File: config.mk
export PLATFORM = sky130hd
export DESIGN_NAME = sorted_priority_queue_top
export DESIGN_NICKNAME = d
export VERILOG_FILES = /design/src/design/spq_pkg.sv /design/src/design/spq_cell.sv /design/src/design/sorted_priority_queue_top.sv
export SDC_FILE = /design/constraint.sdc
export NUM_CORES = 2
export LEC_CHECK = 0
export BUFFER_PORTS_ARGS = -buffer_cell sky130_fd_sc_hd__buf_2
export CORE_ASPECT_RATIO = 1.2
export CORE_MARGIN = 2
export CORE_UTILIZATION = 46
export CTS_CLUSTER_SIZE = 14
export DETAILED_ROUTE_END_ITERATION = 8
export GPL_TIMING_DRIVEN = 0
export PLACE_DENSITY_LB_ADDON = 0.1
export SLEW_MARGIN = 10
export SYNTH_ARGS = -nofsm -noshare
export SYNTH_HDL_FRONTEND = slang
export SYNTH_SLANG_ARGS = --single-unit
export TNS_END_PERCENT = 10
File: constraint.sdc
create_clock -name clk -period 7.6 [get_ports clk]
set_clock_uncertainty 0.2 [all_clocks]
set_input_delay 1.52 -clock clk [delete_from_list [all_inputs] [get_ports clk]]
set_output_delay 1.52 -clock clk [all_outputs]
set_load 0.1 [all_outputs]
File: src/design/spq_pkg.sv
// Shared definitions for the sorted priority queue: default sizes, action and
// status codes, and the control and link structs passed between the cells.
// No dependencies.
package spq_pkg;

	localparam int DEPTH_DEFAULT          = 16;
	localparam int PAYLOAD_WIDTH_DEFAULT  = 32;
	localparam int PRIORITY_WIDTH_DEFAULT = 16;

	localparam logic ACT_INSERT = 1'b0;
	localparam logic ACT_POP    = 1'b1;

	localparam int STATUS_W = 2;
	localparam logic [STATUS_W-1:0] STATUS_OK    = 2'd0;
	localparam logic [STATUS_W-1:0] STATUS_FULL  = 2'd1;
	localparam logic [STATUS_W-1:0] STATUS_EMPTY = 2'd2;

	// Operation broadcast to every cell in the cycle a word is taken.
	typedef struct packed {
		logic ins;
		logic pop;
	} cell_ctrl_t;

	// What a cell tells its neighbor about itself.
	typedef struct packed {
		logic valid;
		logic ge;
	} cell_stat_t;

endpackage

File: src/design/spq_cell.sv
// One slot of the sorted chain: holds an entry and shifts with its neighbors.
// Depends on spq_pkg.
module spq_cell #(
	parameter int PAYLOAD_WIDTH  = spq_pkg::PAYLOAD_WIDTH_DEFAULT,
	parameter int PRIORITY_WIDTH = spq_pkg::PRIORITY_WIDTH_DEFAULT
) (
	input  logic                             clk,
	input  logic                             arst_n,
	input  spq_pkg::cell_ctrl_t              ctrl,
	input  logic signed [PRIORITY_WIDTH-1:0] new_prio,
	input  logic        [PAYLOAD_WIDTH-1:0]  new_payload,
	input  spq_pkg::cell_stat_t              left_stat,
	input  logic signed [PRIORITY_WIDTH-1:0] left_prio,
	input  logic        [PAYLOAD_WIDTH-1:0]  left_payload,
	input  logic                             right_valid,
	input  logic signed [PRIORITY_WIDTH-1:0] right_prio,
	input  logic        [PAYLOAD_WIDTH-1:0]  right_payload,
	output spq_pkg::cell_stat_t              stat,
	output logic signed [PRIORITY_WIDTH-1:0] prio,
	output logic        [PAYLOAD_WIDTH-1:0]  payload
);

	logic                             valid_q;
	logic signed [PRIORITY_WIDTH-1:0] prio_q;
	logic        [PAYLOAD_WIDTH-1:0]  payload_q;
	logic                             ge;

	// Entries at or above the new priority stay put, keeping arrival order.
	assign ge = valid_q && (prio_q >= new_prio);

	always_ff @(posedge clk or negedge arst_n) begin
		if (!arst_n) begin
			valid_q <= 1'b0;
		end else if (ctrl.ins) begin
			valid_q <= valid_q | left_stat.valid;
		end else if (ctrl.pop) begin
			valid_q <= right_valid;
		end
	end

	always_ff @(posedge clk) begin
		if (ctrl.ins && !ge) begin
			if (left_stat.ge) begin
				prio_q    <= new_prio;
				payload_q <= new_payload;
			end else begin
				prio_q    <= left_prio;
				payload_q <= left_payload;
			end
		end else if (ctrl.pop) begin
			prio_q    <= right_prio;
			payload_q <= right_payload;
		end
	end

	assign stat.valid = valid_q;
	assign stat.ge    = ge;
	assign prio       = prio_q;
	assign payload    = payload_q;

endmodule

File: src/design/sorted_priority_queue_top.sv
// Sorted priority queue: a chain of DEPTH cells kept in priority order.
// A word's result is registered and shows in the cycle after it is taken.
// Throughput: one insert or pop per cycle while out_ready drains the result;
// each cell compares and shifts as a word is taken, and a held result stalls in_ready.
// Reset empties the queue at once; entry contents are left undefined.
module sorted_priority_queue_top #(
	parameter int DEPTH          = spq_pkg::DEPTH_DEFAULT,
	parameter int PAYLOAD_WIDTH  = spq_pkg::PAYLOAD_WIDTH_DEFAULT,
	parameter int PRIORITY_WIDTH = spq_pkg::PRIORITY_WIDTH_DEFAULT,
	localparam int CNT_W         = $clog2(DEPTH + 1)
) (
	input  logic                               clk,
	input  logic                               arst_n,
	input  logic                               in_valid,
	output logic                               in_ready,
	input  logic                               action,
	input  logic        [PAYLOAD_WIDTH-1:0]    element_payload,
	input  logic signed [PRIORITY_WIDTH-1:0]   entry_priority,
	output logic                               out_valid,
	input  logic                               out_ready,
	output logic        [PAYLOAD_WIDTH-1:0]    popped_payload,
	output logic        [spq_pkg::STATUS_W-1:0] status,
	output logic        [CNT_W-1:0]            occupancy
);

	// Number of held entries; the cells also carry their own valid bits,
	// but the count gives full and empty without scanning the chain.
	logic [CNT_W-1:0] count_q;
	logic [CNT_W-1:0] count_next;

	logic                                out_valid_q;
	logic [PAYLOAD_WIDTH-1:0]            popped_q;
	logic [spq_pkg::STATUS_W-1:0]        status_q;
	logic [CNT_W-1:0]                    occupancy_q;

	logic                                take;
	logic                                full;
	logic                                empty;
	logic [PAYLOAD_WIDTH-1:0]            popped_next;
	logic [spq_pkg::STATUS_W-1:0]        status_next;
	spq_pkg::cell_ctrl_t                 ctrl;

	spq_pkg::cell_stat_t                 cell_stat    [DEPTH];
	logic signed [PRIORITY_WIDTH-1:0]    cell_prio    [DEPTH];
	logic        [PAYLOAD_WIDTH-1:0]     cell_payload [DEPTH];

	// A new word is taken whenever the result register is free or draining.
	assign in_ready = !out_valid_q || out_ready;
	assign take     = in_valid && in_ready;

	assign full  = (count_q == CNT_W'(DEPTH));
	assign empty = (count_q == '0);

	// Decide the operation and the result. Refused inserts and pops on an
	// empty queue leave the chain untouched and only report a status.
	always_comb begin
		ctrl.ins    = 1'b0;
		ctrl.pop    = 1'b0;
		popped_next = '0;
		status_next = spq_pkg::STATUS_OK;
		count_next  = count_q;
		if (action == spq_pkg::ACT_INSERT) begin
			if (full) begin
				status_next = spq_pkg::STATUS_FULL;
			end else begin
				ctrl.ins   = take;
				count_next = count_q + CNT_W'(1);
			end
		end else begin
			if (empty) begin
				status_next = spq_pkg::STATUS_EMPTY;
			end else begin
				ctrl.pop    = take;
				popped_next = cell_payload[0];
				count_next  = count_q - CNT_W'(1);
			end
		end
	end

	// The chain itself. The head cell sees a virtual left neighbor that is
	// always valid and always outranks the new entry, so an insert that beats
	// every held entry lands there. The tail cell's right neighbor is empty.
	for (genvar i = 0; i < DEPTH; i++) begin : g_cell
		spq_pkg::cell_stat_t              left_stat;
		logic signed [PRIORITY_WIDTH-1:0] left_prio;
		logic        [PAYLOAD_WIDTH-1:0]  left_payload;
		logic                             right_valid;
		logic signed [PRIORITY_WIDTH-1:0] right_prio;
		logic        [PAYLOAD_WIDTH-1:0]  right_payload;

		if (i == 0) begin : g_head
			assign left_stat.valid = 1'b1;
			assign left_stat.ge    = 1'b1;
			assign left_prio       = entry_priority;
			assign left_payload    = element_payload;
		end else begin : g_body
			assign left_stat    = cell_stat[i-1];
			assign left_prio    = cell_prio[i-1];
			assign left_payload = cell_payload[i-1];
		end

		if (i == DEPTH - 1) begin : g_tail
			assign right_valid   = 1'b0;
			assign right_prio    = entry_priority;
			assign right_payload = element_payload;
		end else begin : g_inner
			assign right_valid   = cell_stat[i+1].valid;
			assign right_prio    = cell_prio[i+1];
			assign right_payload = cell_payload[i+1];
		end

		spq_cell #(
			.PAYLOAD_WIDTH  (PAYLOAD_WIDTH),
			.PRIORITY_WIDTH (PRIORITY_WIDTH)
		) u_cell (
			.clk           (clk),
			.arst_n        (arst_n),
			.ctrl          (ctrl),
			.new_prio      (entry_priority),
			.new_payload   (element_payload),
			.left_stat     (left_stat),
			.left_prio     (left_prio),
			.left_payload  (left_payload),
			.right_valid   (right_valid),
			.right_prio    (right_prio),
			.right_payload (right_payload),
			.stat          (cell_stat[i]),
			.prio          (cell_prio[i]),
			.payload       (cell_payload[i])
		);
	end

	// Control state: occupancy count and result-valid flag.
	always_ff @(posedge clk or negedge arst_n) begin
		if (!arst_n) begin
			count_q     <= '0;
			out_valid_q <= 1'b0;
		end else begin
			if (take) begin
				count_q     <= count_next;
				out_valid_q <= 1'b1;
			end else if (out_ready) begin
				out_valid_q <= 1'b0;
			end
		end
	end

	// Result payload, status and occupancy registers, loaded with each taken word.
	always_ff @(posedge clk) begin
		if (take) begin
			popped_q    <= popped_next;
			status_q    <= status_next;
			occupancy_q <= count_next;
		end
	end

	assign out_valid      = out_valid_q;
	assign popped_payload = popped_q;
	assign status         = status_q;
	assign occupancy      = occupancy_q;

endmodule
; Word-level counts from Yosys, hierarchy flattened
; Index checks and enable logic that the tools add are counted.
[totals]
mem_bits_ro = 0
wordCells = 297
output_inout_bits = 41
n_memories = 0
latch_bits = 0
regBits = 829
in_bits = 53
mem_bits_rw = 0
[classes]
div = 0
n_mux = 138
n_shift = 0
reduce_logical = 71
add_sub_neg = 2
n_eq_ne = 1
magnitude_cmp = 16
n_bitwise = 16
mul = 0
[ops]
columns = op, n
row1 = $mux W32, 47
row2 = $mux W16, 47
row3 = $ge A16 B16 Y1, 16
row4 = $mux W1, 39
row5 = $reduce_bool A2 Y1, 18
row6 = $logic_and A1 B1 Y1, 33
row7 = $logic_not A1 Y1, 17
row8 = $mux W5, 3
row9 = $or A1 B1 Y1, 15
row10 = $add A5 B1 Y5 const B, 1
row11 = $eq A5 B5 Y1 const B, 1
row12 = $logic_not A5 Y1, 1
row13 = $sub A5 B1 Y5 const B, 1
row14 = $mux W2, 2
row15 = $reduce_or A2 Y1, 1
row16 = $logic_or A1 B1 Y1, 1
row17 = $not A1 Y1, 1

; Depth between registers and ports, before layout
[logic_depth]
ltp_word = 7
ltp_mapped = 15

; Cells and area by module
; Synthesis repeated with hierarchy kept, for this count alone.
[unflattened]
cells_unflattened = 3720
area_unflattened_um2 = 51775.9
[modules_own_cells]
columns = module, area_each_um2, n_inst, cells_each, seq_area_each_um2
row1 = spq_cell (g_cell[1].u_cell ...), 3108.0, 9, 224, 1466.4
row2 = spq_cell (g_cell[0].u_cell ...), 3119.2, 7, 223, 1466.4
row3 = sorted_priority_queue_top, 1969.4, 1, 143, 1321.3

; Worst setup path after synthesis
; OpenSTA, ideal clock, no wires.
[synth_timing]
path_kind = input to register
from = input out_ready
to = register g_cell[7].u_cell.payload_q[0], enable pin
required_ns = 6.811
stages = 8
setup_ns = 0.589
path_buffers = 2
t_arrival_ns = 5.439
slack_ns = 1.372
path_cell_list = nand2b_1 nand2_1 clkinv_1 nand2_1 clkbuf_1 a21oi_1 buf_2 nand2b_1
[synth_between]
elab_chain_len = 6
word_cells_on_any_way = 8
cone_classes = mux (4) / reduce/logical (4)
[synth_rtl]
columns = item, line
row1 = from (decl), sorted_priority_queue_top.sv:20  ; input logic out_ready,
row2 = $logic_or A1 B1 Y1 *, sorted_priority_queue_top.sv:48  ; assign in_ready = !out_valid_q || out_ready;
row3 = $logic_and A1 B1 Y1 *, sorted_priority_queue_top.sv:49  ; assign take = in_valid && in_ready;
row4 = via take, sorted_priority_queue_top.sv:36  ; logic take;
row5 = $mux W1, sorted_priority_queue_top.sv:63  ; if (full) begin
row6 = $mux W1, sorted_priority_queue_top.sv:62  ; if (action == spq_pkg::ACT_INSERT) begin
row7 = $logic_and A1 B1 Y1, spq_cell.sv:42  ; if (ctrl.ins && !ge) begin
row8 = $reduce_bool A2 Y1 (no line) *, -
row9 = to (signal assigned), spq_cell.sv:45  ; payload_q <= new_payload;
row10 = to (signal assigned), spq_cell.sv:48  ; payload_q <= left_payload;
row11 = to (signal assigned), spq_cell.sv:52  ; payload_q <= right_payload;
row12 = to (decl), spq_cell.sv:25  ; logic [PAYLOAD_WIDTH-1:0] payload_q;
; The timed path passes the listed nets; every way through them passes the cells marked *.
; A chain may end at the register's enable or synchronous reset.

; Worst setup path in the final report
[layout_timing]
from = input entry_priority[13]
to = register g_cell[11].u_cell.payload_q[4], enable pin
[layout_between]
elab_chain_len = 5
[layout_rtl]
columns = item, line
row1 = from (decl), sorted_priority_queue_top.sv:18  ; input logic signed [PRIORITY_WIDTH-1:0] entry_priority,
row2 = $ge A16 B16 Y1, spq_cell.sv:29  ; assign ge = valid_q && (prio_q >= new_prio);
row3 = $logic_and A1 B1 Y1, spq_cell.sv:29
row4 = $logic_not A1 Y1, spq_cell.sv:42
row5 = $logic_and A1 B1 Y1, spq_cell.sv:42
row6 = $reduce_bool A2 Y1 (no line), -
row7 = to (signal assigned), spq_cell.sv:45
row8 = to (signal assigned), spq_cell.sv:48
row9 = to (signal assigned), spq_cell.sv:52
row10 = to (decl), spq_cell.sv:25
; Every way passes these cells.

==> results_dict.tcl <==
set metrics [dict create \
    fin_nets 4610 \
    drtAntennaViolNets 0 \
    fp.dieW_um 296 \
    htree_levels 3 \
    ir_drop_uv 186 \
    fp.dieH_um 354 \
    path_clk_slew_ns 0.06 \
    clk_latency_ns 0.68 \
    hpwl_um 122000 \
    required_ns 7.80 \
    multiInputGateArea_um2 20800 \
    async_reset_ff_share_pct 2.65 \
    setup_violations 0 \
    die_area_um2 105000 \
    drive_gt1_share_pct 13.3 \
    diodes 0 \
    final_common_cell "edfxtp_1" \
    io_pins 94 \
    holdWs_ns 0.323 \
    arrival_ns 7.59 \
    num_rows 128 \
    path_common_cell "clkbuf_1" \
    netlist_instances 4083 \
    syn_nets 4394 \
    n_fill_cell 9290 \
    hold_path.class "reg2reg" \
    grt_use_total_pct 32.1 \
    viasPerCell 6.14 \
    pwr_density_cell_nw_per_um2 301 \
    cts_root_buffer "clkbuf_16" \
    most-common-layout-cells "807 x edfxtp_1, 626 x mux2i_1, 475 x a21oi_1, 429 x o21ai_0, 350 x nand2_1" \
    cellLeakagePower_nw 21.0 \
    wl_um 170000 \
    regArea_um2 24800 \
    synth_cell_types 72 \
    gp_congestion 0.955 \
    cts.sinks 829 \
    slowest_delay_ns 0.73 \
    clock.fmax_ghz 0.135 \
    fin_crit_ns 7.39 \
    num_vias 35264 \
    slowest_stage "clkbuf_1" \
    cp_max_fo 25 \
    area_growth_pct 12.4 \
    dr.pass1.iters 6 \
    maxCapViolations 0 \
    ys_seq_area_share_pct 52.7 \
    synth_ff_type "edfxtp_1" \
    slew_viol_final 0 \
    drt-wirelength-per-cell_um 29.6 \
    numCtsBuffers 92 \
    synth_area_um2 47100 \
    worst_pin_slew_ns 1.31 \
    io_buffers 78 \
    maxSlewHeadroom_pct 12.4 \
    grt_pass1_vias 35107 \
    start_kind "primary input" \
    overflow 0 \
    synth_edf_count 807 \
    start_util_pct 46.4 \
    grt_pass1_wl_um 243000 \
    grt_max_degree 40 \
    yosys_register_bits 829 \
    period_share_pct 97.2 \
    rsz0062_at_grt "no" \
    drt_iter0_markers 3462 \
    finalHoldViolations 0 \
    clock_path_buffers 3 \
    endpoint_kind "register" \
    avgSynthCellArea_um2 11.5 \
    power_mw 15.9 \
    cp_cell_sequence "clkbuf_1, clkbuf_2, inv_1, ha_1, nand3_1, nor3_1, o211ai_1, a21oi_1, o31a_1, clkbuf_1, nand2b_1, clkbuf_1, clkbuf_1, nand2_4, buf_12" \
    cts_tree "built" \
    timing_worst_setup_path_type "in2reg" \
    drc 0 \
    cts-hold-fix-buffers 0 \
    core_um2 102000 \
    yosysWarnings 0 \
    antenna_found_initial 4 \
    status "finished, final reports clean" \
]
[critical path: cells and delay by family]
kind	cells	cell delay (ns)
AND/OR/NAND/NOR	4	1.51
buffers and inverters	7	3.32
AO/OA/AOI/OAI	3	0.66
adder cells (fa/ha/maj)	1	0.51
[kinds of logic after synthesis]
family                     synth area share [%]
and+or+nand+nor                            7.12
DFF                                        52.7
muxes                                      17.9
AOI/OAI and AO/OA                          11.9
adders and majority gates                  6.86
buffers and inverters                      3.48
xor gates and xnor gates                 0.0372
[through the flow]
stage	TNS (ns)	setup WS, ns	cells	instance area (um2)	utilization, %
after global placement	-1778.18	-2.96	5526	49200	48.4
after global routing	0	0.191	5739	52900	52.1
after CTS	0	0.0518	5716	52700	51.9
after detailed placement	-130.76	-0.721	5547	49800	49.0
after floorplan	0	1.37	4083	47100	-
final	0	0.211	5739	52900	52.1
[layer usage]
metal,wire length (um),vias to the layer above,global-route usage (%)
met5,21,-,0
met4,10200,4,16.7
met3,11800,327,4.95
met2,78700,1507,51.6
met1,69300,17653,41.9
li1,-,15773,-
[cells in the mapped netlist, drive strengths merged (12+ instances only)]
master,n,area [um2]
edfxtp,807,24200
mux2i,626,6270
a21oi,476,2390
o21ai,432,2160
nand2,359,1350
ha,258,3230
nor2,214,803
clkbuf,194,732
mux2,193,2170
buf,119,657
inv,65,244
nand4,42,263
and2,34,213
a21o,32,240
dfrtp,22,551
nand3,19,95.1
o211ai,17,128
nand2b,14,87.6
nor3,13,75.1
nor2b,12,75.1
[power by group]
group          internal, mW  total (mW)  switching, mW
clock network          2.56        4.55           1.98
logic                  1.71        4.92           3.21
registers              6.02        6.46          0.449
[registers in the layout, summed over array words and instances (netlist names)]
name,cells
out_valid,1
count_q,5
popped_payload,32
occupancy,5
g_cell.u_cell.valid_q,16
g_cell.u_cell.prio,256
g_cell.u_cell.payload,512
status,2
[final cells by class]
type	instances	area share [%]
repair buffers	122	1.89
clock buffers	123	4.69
flip-flops and latches	829	46.9
well taps	1365	3.23
plain buffers	313	2.63
clock inverters	46	0.851
inverters	66	0.520
multi-input cells	2875	39.3
[path summary, 6_finish.rpt]
| path | start | to | slack (ns) | cells past startpoint |
|---|---|---|---|---|
| max | entry_priority[13] | g_cell[11].u_cell.payload[4] | 0.21 | 15 |
| min | g_cell[15].u_cell.payload[2] | g_cell[14].u_cell.payload[2] | 0.32 | 2 |
| max reg2reg | count_q[0] | g_cell[8].u_cell.payload[22] | 1.75 | 11 |
| min reg2reg | g_cell[15].u_cell.payload[2] | g_cell[14].u_cell.payload[2] | 0.32 | 2 |
| max in group asynchronous | arst_n | g_cell[12].u_cell.valid_q | 6.12 | 1 |
| min in group asynchronous | arst_n | count_q[1] | 0.66 | 1 |
[what timing repair did]
action,4_1_cts,5_1_grt
gates resized for setup,1,7
setup buffers,0,23
setup endpoints to repair,25,72
Power figures use the tool's default switching activity.
